### config.mk
export PLATFORM = sky130hd
export DESIGN_NAME = swarm_attract_repulse_accumulator
export DESIGN_NICKNAME = d
export VERILOG_FILES = /design/src/sara_pkg.sv /design/src/sara_iter.sv /design/src/swarm_attract_repulse_accumulator.sv
export SDC_FILE = /design/constraint.sdc
export NUM_CORES = 2
export LEC_CHECK = 0
export BUFFER_PORTS_ARGS = -buffer_cell sky130_fd_sc_hd__buf_2
export CELL_PAD_IN_SITES_DETAIL_PLACEMENT = 2
export CELL_PAD_IN_SITES_GLOBAL_PLACEMENT = 2
export CORE_UTILIZATION = 38
export CTS_BUF_LIST = sky130_fd_sc_hd__clkbuf_8
export DETAILED_ROUTE_END_ITERATION = 10
export PLACE_DENSITY_LB_ADDON = 0.08
export REMOVE_ABC_BUFFERS = 1
export SYNTH_ARGS = -nofsm -noshare
export SYNTH_HDL_FRONTEND = slang
export SYNTH_SLANG_ARGS = --single-unit
### constraint.sdc
create_clock -name clk -period 10 [get_ports clk]
set_input_delay 1 -clock clk [delete_from_list [all_inputs] [get_ports clk]]
set_output_delay 1 -clock clk [all_outputs]
set_load 0.01 [all_outputs]
### src/sara_pkg.sv
// Shared widths, operation codes and types of the swarm accumulator.
package sara_pkg;

	localparam int FIELD_W    = 24;
	localparam int MAG_W      = FIELD_W + 1;
	localparam int SQ_W       = 2 * MAG_W;
	localparam int ROOT_W     = SQ_W / 2;
	localparam int RW         = ROOT_W + 3;
	localparam int WORD_W     = 64;
	localparam int CHUNK_W    = 28;
	localparam int N_CHUNK    = (WORD_W + CHUNK_W - 1) / CHUNK_W;
	localparam int PROD_W     = MAG_W + CHUNK_W;
	localparam int ACC_W      = MAG_W + WORD_W;
	localparam int COEF_SHIFT = 39;
	localparam int FRAC_BITS_DEF = 8;
	localparam int CNT_W      = $clog2(WORD_W);

	localparam logic OP_DIV  = 1'b0;
	localparam logic OP_SQRT = 1'b1;

	localparam logic [2:0] REG_GAIN   = 3'd0;
	localparam logic [2:0] REG_MULT   = 3'd1;
	localparam logic [2:0] REG_THRESH = 3'd2;
	localparam logic [2:0] REG_OFF_E  = 3'd3;
	localparam logic [2:0] REG_OFF_N  = 3'd4;
	localparam logic [2:0] REG_OFF_U  = 3'd5;

	typedef struct packed {
		logic start;
		logic op;
	} iter_req_t;

	typedef struct packed {
		logic busy;
		logic done;
	} iter_stat_t;

endpackage

### src/sara_iter.sv
// Shared shift-subtract unit: restoring division and integer square root.
module sara_iter (
	input  logic                       clk,
	input  logic                       arst_n,
	input  sara_pkg::iter_req_t        req,
	input  logic [sara_pkg::WORD_W-1:0] operand,
	input  logic [sara_pkg::RW-1:0]    divisor,
	output logic [sara_pkg::WORD_W-1:0] result,
	output sara_pkg::iter_stat_t       stat
);
	import sara_pkg::*;

	logic [WORD_W-1:0] num_q;
	logic [WORD_W-1:0] quo_q;
	logic [RW-1:0]     rem_q;
	logic [CNT_W-1:0]  cnt_q;
	logic              busy_q;
	logic              done_q;
	logic              op_q;

	logic [RW-1:0] cand;
	logic [RW-1:0] subtrahend;
	logic [RW:0]   sub;
	logic          ge;

	always_comb begin
		if (op_q == OP_SQRT) begin
			cand       = {rem_q[RW-3:0], num_q[WORD_W-1 -: 2]};
			subtrahend = {quo_q[RW-3:0], 2'b01};
		end else begin
			cand       = {rem_q[RW-2:0], num_q[WORD_W-1]};
			subtrahend = divisor;
		end
		sub = {1'b0, cand} - {1'b0, subtrahend};
		ge  = ~sub[RW];
	end

	always_ff @(posedge clk or negedge arst_n) begin
		if (!arst_n) begin
			busy_q <= 1'b0;
			done_q <= 1'b0;
			op_q   <= OP_DIV;
			cnt_q  <= '0;
		end else begin
			done_q <= 1'b0;
			if (req.start) begin
				busy_q <= 1'b1;
				op_q   <= req.op;
				cnt_q  <= (req.op == OP_SQRT) ? CNT_W'(ROOT_W - 1) : CNT_W'(WORD_W - 1);
			end else if (busy_q) begin
				cnt_q <= cnt_q - 1'b1;
				if (cnt_q == '0) begin
					busy_q <= 1'b0;
					done_q <= 1'b1;
				end
			end
		end
	end

	always_ff @(posedge clk) begin
		if (req.start) begin
			num_q <= (req.op == OP_SQRT) ? (operand << (WORD_W - SQ_W)) : operand;
			quo_q <= '0;
			rem_q <= '0;
		end else if (busy_q) begin
			num_q <= (op_q == OP_SQRT) ? (num_q << 2) : (num_q << 1);
			quo_q <= {quo_q[WORD_W-2:0], ge};
			rem_q <= ge ? sub[RW-1:0] : cand;
		end
	end

	assign result    = quo_q;
	assign stat.busy = busy_q;
	assign stat.done = done_q;

	a_done_ends: assert property (@(posedge clk) disable iff (!arst_n)
		done_q |-> !busy_q) else $error("done while busy");
	a_start_idle: assert property (@(posedge clk) disable iff (!arst_n)
		req.start |=> busy_q) else $error("start did not engage");
	a_done_after_busy: assert property (@(posedge clk) disable iff (!arst_n)
		done_q |-> $past(busy_q)) else $error("done without run");

endmodule

### src/swarm_attract_repulse_accumulator.sv
// Top level: sequencer, shared multiplier and state of the swarm accumulator.
//
//  channel   dir  handshake              payload
//  s_axis    in   tvalid/tready          tdata own/peer E,N,U; tlast round_last; tuser present
//  m_axis    out  tvalid/tready          tdata accel, vel, waypoint E,N,U
//  cfg       in   cfg_we                 cfg_index, cfg_data
//
//  An absent neighbor goes straight to the round-end check. A present neighbor runs the
//  shared shift-subtract unit (25 square-root steps and, unless the clamped distance equals
//  the threshold, three 64-step divisions) plus squares and force products on the one 25x28 multiplier.
//  The last item's round end forms the result. Input is taken only while the sequencer
//  idles; a held result stalls only the round-end step. Reset clears sums and velocity.
module swarm_attract_repulse_accumulator #(
	parameter int FRAC_BITS = sara_pkg::FRAC_BITS_DEF
) (
	input  logic         clk,
	input  logic         arst_n,
	input  logic         s_axis_tvalid,
	output logic         s_axis_tready,
	// own_east, own_north, own_up, peer_east, peer_north, peer_up
	input  logic [143:0] s_axis_tdata,
	input  logic         s_axis_tlast,
	// peer_present
	input  logic         s_axis_tuser,
	output logic         m_axis_tvalid,
	input  logic         m_axis_tready,
	// accel_east/north/up, vel_east/north/up, waypoint_east/north/up
	output logic [215:0] m_axis_tdata,
	input  logic         cfg_we,
	input  logic [2:0]   cfg_index,
	input  logic [23:0]  cfg_data
);
	import sara_pkg::*;

	localparam int DQ_W  = $clog2(25 << FRAC_BITS) + 1;
	localparam int SHF   = COEF_SHIFT - FRAC_BITS;
	localparam logic [ROOT_W-1:0] D_LO = ROOT_W'(1 << FRAC_BITS);
	localparam logic [ROOT_W-1:0] D_HI = ROOT_W'(25 << FRAC_BITS);
	localparam logic [MAG_W-1:0]  LIMIT = MAG_W'(1 << FIELD_W);

	localparam logic [3:0] S_IDLE  = 4'd0;
	localparam logic [3:0] S_SQ    = 4'd1;
	localparam logic [3:0] S_SQA   = 4'd2;
	localparam logic [3:0] S_RTGO  = 4'd3;
	localparam logic [3:0] S_RTW   = 4'd4;
	localparam logic [3:0] S_GAIN  = 4'd5;
	localparam logic [3:0] S_GAINA = 4'd6;
	localparam logic [3:0] S_DVGO  = 4'd7;
	localparam logic [3:0] S_DVW   = 4'd8;
	localparam logic [3:0] S_FM    = 4'd9;
	localparam logic [3:0] S_FA    = 4'd10;
	localparam logic [3:0] S_FAPP  = 4'd11;
	localparam logic [3:0] S_END   = 4'd12;
	localparam logic [3:0] S_FIN   = 4'd13;

	logic [3:0] state_q;

	logic [15:0]              gain_q;
	logic [7:0]               mult_q;
	logic [15:0]              thr_q;
	logic signed [FIELD_W-1:0] off_q [3];

	logic signed [FIELD_W-1:0] own_q  [3];
	logic signed [MAG_W-1:0]   diff_q [3];
	logic [MAG_W-1:0]          mag_q  [3];
	logic                      last_q;

	logic signed [FIELD_W-1:0] accel_q [3];
	logic signed [FIELD_W-1:0] vel_q   [3];

	logic [SQ_W-1:0]   sq_q;
	logic [DQ_W-1:0]   dq_q;
	logic              attract_q;
	logic              repulse_q;
	logic [FIELD_W-1:0] g_q;
	logic [1:0]        dk_q;
	logic [WORD_W-1:0] c_q;
	logic [1:0]        ax_q;
	logic [1:0]        ck_q;
	logic [ACC_W-1:0]  facc_q;
	logic [PROD_W-1:0] prod_q;

	logic [215:0] out_q;
	logic         out_valid_q;

	logic [MAG_W-1:0]   mul_a;
	logic [CHUNK_W-1:0] mul_b;
	iter_req_t          ireq;
	iter_stat_t         istat;
	logic [WORD_W-1:0]  iop;
	logic [WORD_W-1:0]  ires;
	logic [ROOT_W-1:0]  root_c;
	logic [ROOT_W-1:0]  dq_c;
	logic [ACC_W-1:0]   prod_sh;
	logic [WORD_W-1:0]  p64;
	logic [MAG_W-1:0]   pmag;
	logic               fneg;
	logic signed [FIELD_W+2:0] asum;
	logic [WORD_W-1:0]  c_pad;
	logic [N_CHUNK*CHUNK_W-1:0] c_ext;
	logic               in_xfer;

	function automatic logic signed [FIELD_W-1:0] sat24(input logic signed [FIELD_W+2:0] v);
		logic signed [FIELD_W+2:0] hi;
		logic signed [FIELD_W+2:0] lo;
		hi = (FIELD_W+3)'(2**(FIELD_W-1) - 1);
		lo = -(FIELD_W+3)'(2**(FIELD_W-1));
		if (v > hi) return hi[FIELD_W-1:0];
		if (v < lo) return lo[FIELD_W-1:0];
		return v[FIELD_W-1:0];
	endfunction

	assign in_xfer       = s_axis_tvalid && s_axis_tready;
	assign s_axis_tready = (state_q == S_IDLE);
	assign m_axis_tvalid = out_valid_q;
	assign m_axis_tdata  = out_q;

	assign c_pad = c_q;
	assign c_ext = (N_CHUNK*CHUNK_W)'(c_pad);

	always_comb begin
		mul_a = mag_q[ax_q];
		mul_b = CHUNK_W'(mag_q[ax_q]);
		case (state_q)
			S_GAIN: begin
				mul_a = MAG_W'(gain_q);
				mul_b = attract_q ? CHUNK_W'(1) : CHUNK_W'(mult_q);
			end
			S_FM: begin
				mul_b = c_ext[ck_q*CHUNK_W +: CHUNK_W];
			end
			default: begin
			end
		endcase
	end

	always_comb begin
		ireq.start = (state_q == S_RTGO) || (state_q == S_DVGO);
		ireq.op    = (state_q == S_RTGO) ? OP_SQRT : OP_DIV;
		if (state_q == S_RTGO)
			iop = WORD_W'(sq_q);
		else if (dk_q == 2'd0)
			iop = WORD_W'(g_q) << COEF_SHIFT;
		else
			iop = ires << FRAC_BITS;
	end

	sara_iter u_iter (
		.clk     (clk),
		.arst_n  (arst_n),
		.req     (ireq),
		.operand (iop),
		.divisor (RW'(dq_q)),
		.result  (ires),
		.stat    (istat)
	);

	always_comb begin
		root_c = ires[ROOT_W-1:0];
		if (root_c < D_LO)
			dq_c = D_LO;
		else if (root_c > D_HI)
			dq_c = D_HI;
		else
			dq_c = root_c;
		prod_sh = ACC_W'(prod_q) << (ck_q * CHUNK_W);
		p64     = facc_q[WORD_W-1:0] >> SHF;
		if (|facc_q[ACC_W-1:WORD_W] || p64 > WORD_W'(LIMIT))
			pmag = LIMIT;
		else
			pmag = p64[MAG_W-1:0];
		fneg = diff_q[ax_q][MAG_W-1] ^ repulse_q;
		asum = (FIELD_W+3)'(accel_q[ax_q])
			+ (fneg ? -(FIELD_W+3)'($signed({1'b0, pmag}))
			        :  (FIELD_W+3)'($signed({1'b0, pmag})));
	end

	always_ff @(posedge clk or negedge arst_n) begin
		if (!arst_n) begin
			gain_q   <= 16'd198;
			mult_q   <= 8'd3;
			thr_q    <= 16'((3 << FRAC_BITS) >> 1);
			off_q[0] <= '0;
			off_q[1] <= '0;
			off_q[2] <= FIELD_W'(42 << FRAC_BITS);
		end else if (cfg_we) begin
			case (cfg_index)
				REG_GAIN:   gain_q   <= cfg_data[15:0];
				REG_MULT:   mult_q   <= cfg_data[7:0];
				REG_THRESH: thr_q    <= cfg_data[15:0];
				REG_OFF_E:  off_q[0] <= cfg_data;
				REG_OFF_N:  off_q[1] <= cfg_data;
				REG_OFF_U:  off_q[2] <= cfg_data;
				default: begin
				end
			endcase
		end
	end

	always_ff @(posedge clk or negedge arst_n) begin
		if (!arst_n) begin
			state_q     <= S_IDLE;
			out_valid_q <= 1'b0;
			ax_q        <= '0;
			ck_q        <= '0;
			dk_q        <= '0;
			last_q      <= 1'b0;
			for (int i = 0; i < 3; i++) begin
				accel_q[i] <= '0;
				vel_q[i]   <= '0;
			end
		end else begin
			if (out_valid_q && m_axis_tready && state_q != S_FIN)
				out_valid_q <= 1'b0;
			case (state_q)
				S_IDLE: begin
					if (in_xfer) begin
						last_q    <= s_axis_tlast;
						ax_q      <= '0;
						state_q   <= s_axis_tuser ? S_SQ : S_END;
					end
				end
				S_SQ: state_q <= S_SQA;
				S_SQA: begin
					ax_q    <= ax_q + 1'b1;
					state_q <= (ax_q == 2'd2) ? S_RTGO : S_SQ;
				end
				S_RTGO: state_q <= S_RTW;
				S_RTW: begin
					if (istat.done)
						state_q <= (ROOT_W'(thr_q) == dq_c) ? S_END : S_GAIN;
				end
				S_GAIN:  state_q <= S_GAINA;
				S_GAINA: begin
					dk_q    <= '0;
					state_q <= S_DVGO;
				end
				S_DVGO: state_q <= S_DVW;
				S_DVW: begin
					if (istat.done) begin
						dk_q <= dk_q + 1'b1;
						if (dk_q == 2'd2) begin
							ax_q    <= '0;
							ck_q    <= '0;
							state_q <= S_FM;
						end else begin
							state_q <= S_DVGO;
						end
					end
				end
				S_FM: state_q <= S_FA;
				S_FA: begin
					if (ck_q == 2'(N_CHUNK - 1)) begin
						state_q <= S_FAPP;
					end else begin
						ck_q    <= ck_q + 1'b1;
						state_q <= S_FM;
					end
				end
				S_FAPP: begin
					accel_q[ax_q] <= sat24(asum);
					ax_q          <= ax_q + 1'b1;
					ck_q          <= '0;
					state_q       <= (ax_q == 2'd2) ? S_END : S_FM;
				end
				S_END: state_q <= last_q ? S_FIN : S_IDLE;
				S_FIN: begin
					if (!out_valid_q || m_axis_tready) begin
						for (int i = 0; i < 3; i++) begin
							vel_q[i]   <= sat24((FIELD_W+3)'(vel_q[i]) + (FIELD_W+3)'(accel_q[i]));
							accel_q[i] <= '0;
						end
						out_valid_q <= 1'b1;
						state_q     <= S_IDLE;
					end
				end
				default: state_q <= S_IDLE;
			endcase
		end
	end

	always_ff @(posedge clk) begin
		logic signed [FIELD_W-1:0] vn;
		logic signed [FIELD_W-1:0] wp;
		logic signed [MAG_W-1:0]   dv;
		if (in_xfer) begin
			for (int i = 0; i < 3; i++) begin
				dv = MAG_W'($signed(s_axis_tdata[(i+3)*FIELD_W +: FIELD_W]))
					- MAG_W'($signed(s_axis_tdata[i*FIELD_W +: FIELD_W]));
				own_q[i]  <= s_axis_tdata[i*FIELD_W +: FIELD_W];
				diff_q[i] <= dv;
				mag_q[i]  <= dv[MAG_W-1] ? MAG_W'(-dv) : MAG_W'(dv);
			end
			sq_q <= '0;
		end
		if (state_q == S_SQ || state_q == S_GAIN || state_q == S_FM)
			prod_q <= PROD_W'(mul_a) * PROD_W'(mul_b);
		if (state_q == S_SQA)
			sq_q <= sq_q + prod_q[SQ_W-1:0];
		if (state_q == S_RTW && istat.done) begin
			dq_q      <= dq_c[DQ_W-1:0];
			attract_q <= dq_c > ROOT_W'(thr_q);
			repulse_q <= dq_c < ROOT_W'(thr_q);
		end
		if (state_q == S_GAINA)
			g_q <= prod_q[FIELD_W-1:0];
		if (state_q == S_DVW && istat.done && dk_q == 2'd2)
			c_q <= ires;
		if (state_q == S_FM && ck_q == 2'd0)
			facc_q <= '0;
		if (state_q == S_FA)
			facc_q <= ((ck_q == 2'd0) ? '0 : facc_q) + prod_sh;
		if (state_q == S_FIN && (!out_valid_q || m_axis_tready)) begin
			for (int i = 0; i < 3; i++) begin
				vn = sat24((FIELD_W+3)'(vel_q[i]) + (FIELD_W+3)'(accel_q[i]));
				wp = sat24((FIELD_W+3)'(own_q[i]) + (FIELD_W+3)'(vn));
				wp = sat24((FIELD_W+3)'(wp) + (FIELD_W+3)'(off_q[i]));
				out_q[i*FIELD_W +: FIELD_W]     <= accel_q[i];
				out_q[(i+3)*FIELD_W +: FIELD_W] <= vn;
				out_q[(i+6)*FIELD_W +: FIELD_W] <= wp;
			end
		end
	end

	a_fin_emits: assert property (@(posedge clk) disable iff (!arst_n)
		(state_q == S_FIN && !out_valid_q) |=> out_valid_q) else $error("result not emitted");
	a_absent_quick: assert property (@(posedge clk) disable iff (!arst_n)
		(in_xfer && !s_axis_tuser) |=> state_q == S_END) else $error("absent item ran unit");
	a_unit_idle: assert property (@(posedge clk) disable iff (!arst_n)
		(state_q == S_IDLE) |-> !istat.busy) else $error("unit busy while idle");

endmodule
==> results.tsv <==
metric	value	unit
status	completed	
port bufs	395	
total CTS buffers	208	
DRC errors left	0	
CTS tree	built	
clock root cell	clkbuf_8	
clock latency on the worst-skew pair	1.05	ns
HP Class	input pin to register	
gr usage total	0.332	
number of enable flip-flop cells after synthesis	726	
antenna violations before repair	67	
Worst setup EP type	register	
filler instances	27055	
Worst Tran Pin Value	1.33	ns
DR pass1 iterations	5	
Yosys warning total	0	
max-slew violations	0	
Vias	81796	
Lkg Pwr	47.6	nW
Initial Util	0.383	
Max Freq	105	MHz
Die Ht	503	um
Area growth, synth to finish	12.4	%
final net count	12022	
crit start category	register	
min cycle time layout	9.49	ns
First DRT Iteration DRCs	5600	
Synth top area share	0.229	
post-place instance area	0.102	sq mm
CTS sink cnt	1094	
Synth Register Bits	1094	
worst endpoint required time	10.82	ns
Congestion Overflow GR	0	
Cells after Synth	10059	
CP max stage cell	dfrtp_1	
Setup-failing EPs final	0	
CP max FO	29	
Post-DRT Antenna Nets	0	
Fin Setup TNS	0	ns
worst path arrival time	10.31	ns
dominant cell type by area after synthesis	edfxtp_1	
Hold WS	0.221	ns
Synth Flop Type	edfxtp_1	
VDD IR-drop max	0.135	mV
overall power	0.0117	W
relative slew slack	0.109	
vias per cell	5.82	
Mapped Area	0.0952	sq mm
final WL	424	mm
Final Hold Fails	0	
Yosys cell types	111	
GPL Wtd Cong	0.976	
Seq/Total Area, Yosys	0.321	
post-DP HPWL	342	mm
Final period util	0.949	
most frequent cells after synthesis	1092 x nand2_1, 904 x nor2_1, 876 x inv_1	
ranking of synthesized cells by area	edfxtp_1 23%, fa_1 13%, ha_1 9.2%	
I/O pins	396	
Post-Layout Inst Area	0.107	sq mm
critical path class	register to register	
vias in the first global route	88778	
largest net degree at the start of global routing	118	
Die Area	0.253	sq mm
count leader, synth	nand2_1	
Max Root-Sink Buffers	3	
layout cells sized above 1	0.131	
WL/cell	30.2	um
Max-Cap Viols	0	
Rows	183	
fraction of registers with async set/reset	0.253	
CTS H-tree lvls	4	
CTS clk-pin slew, worst paths	0.06	ns
synthesized area per cell	9.47	sq um
Worst path max stage delay	0.45	ns
Pwr Density	109	mW/mm^2
fin util	0.430	
Die X	503	um
global-route wire length before repair	614	mm
core area	0.249	sq mm
Final Skew	0.117	ns
[final timing paths]
kind / startpoint / to / slack (ns) / cells after the start
min in group asynchronous: arst_n / off_q[23] / 0.52 / 2
max in group asynchronous: arst_n / u_iter.op_q / 7.12 / 4
worst max register to register: accel_q[0] / m_axis_tdata[210] / 0.51 / 40
worst max-delay path: accel_q[0] / m_axis_tdata[210] / 0.51 / 40
worst min-delay path: s_axis_tdata[62] / own_q[0][62] / 0.22 / 1
worst min register to register: u_iter.result[63] / c_pad[63] / 0.43 / 0
[metal layers]
| layer | track usage | up-vias | share of wire |
|---|---|---|---|
| met3 | 0.0406 | 695 | 0.046 |
| met4 | 0.163 | 30 | 0.054 |
| met1 | 0.414 | 42653 | 0.41 |
| li1 | - | 36288 | - |
| met5 | 0 | - | 0.00050 |
| met2 | 0.565 | 2130 | 0.49 |
[area by class of cell]
| class | instances | area (sq um) | share of cell area |
|---|---|---|---|
| antenna | 22 | 55.1 | 0.000514 |
| clock buffer | 245 | 3370 | 0.0315 |
| clock inverter | 146 | 1250 | 0.0117 |
| inverter | 880 | 3320 | 0.0310 |
| multi-input combinational | 7663 | 60100 | 0.562 |
| sequential | 1094 | 30600 | 0.286 |
| tap | 3330 | 4170 | 0.0389 |
| timing repair buffer | 682 | 4160 | 0.0389 |
[what timing repair did]
item	in CTS	in global routing
pin swaps	0	7
buffers inserted	0	12
hold buffers	1	0
endpoints found under the hold margin	54	0
gates resized for setup	5	44
endpoints found under the setup margin	39	75
[per-stage QoR]
step / instances / setup slack [ns]
finish: 14062 / 0.512
global placement: 13636 / 0.0896
global route: 14052 / -0.0410
CTS: 14028 / 0.0364
floorplan: 9637 / -4.62
detailed placement: 13636 / -0.253
[power by group]
part           switching (W)  internal (W)
logic                0.00101      0.000619
registers          0.0000834       0.00498
clock network        0.00234       0.00267
[registers in the layout (all words and copies together) (netlist names), 14 cells and up]
register       count
u_iter.num_q      64
gain_q            16
dq_q              14
u_iter.rem_q      27
c_pad             64
u_iter.result     64
g_q               24
off_q             72
thr_q             16
accel_q           72
sq_q              50
prod_q            53
vel_q             72
facc_q            89
m_axis_tdata     216
own_q             72
mag_q             75
[cell usage in the layout (no fill, tap or decap), types with 53 or more instances in the layout]
master | Yosys | routed
nand4_1 | 67 | 67
a21oi_1 | 719 | 705
nor2_1 | 904 | 897
mux2_2 | 190 | 190
nor2b_1 | 161 | 161
ha_1 | 704 | 703
nor3_1 | 124 | 121
dfxtp_1 | 91 | 91
o22ai_1 | 73 | 72
nand3_1 | 131 | 129
buf_2 | 20 | 394
inv_1 | 876 | 912
fa_1 | 611 | 611
mux2i_1 | 306 | 306
o21ai_0 | 461 | 455
nand2_1 | 1092 | 1086
buf_4 | 0 | 284
dfrtp_1 | 266 | 261
edfxtp_1 | 726 | 726
nand2b_1 | 82 | 82
a21o_1 | 270 | 270
xnor2_1 | 308 | 307
o21a_1 | 106 | 106
a211oi_1 | 110 | 106
and2_1 | 69 | 68
clkbuf_8 | 0 | 245
a31oi_1 | 88 | 85
xor2_1 | 182 | 182
a22o_1 | 72 | 72
and3_1 | 61 | 61
o21bai_1 | 73 | 73
or3_1 | 53 | 53
[cell families after synthesis]
logic type / share of synthesized area
adders and majority gates: 0.224
DFF: 0.321
xor gates and xnor gates: 0.0454
other: 0.0000394
muxes: 0.0586
and+or+nand+nor: 0.138
buffers and inverters: 0.0518
AOI/OAI and AO/OA: 0.161
[critical path: cells and delay by family (launching register included)]
| family | cells | cell delay [ns] |
|---|---|---|
| XOR/XNOR | 1 | 0.25 |
| flip-flops | 1 | 0.45 |
| AO/OA/AOI/OAI | 21 | 5.34 |
| buffers and inverters | 6 | 1.04 |
| AND/OR/NAND/NOR | 7 | 0.67 |
| adder cells (fa/ha/maj) | 5 | 1.56 |
Power figures use the tool's default switching activity.
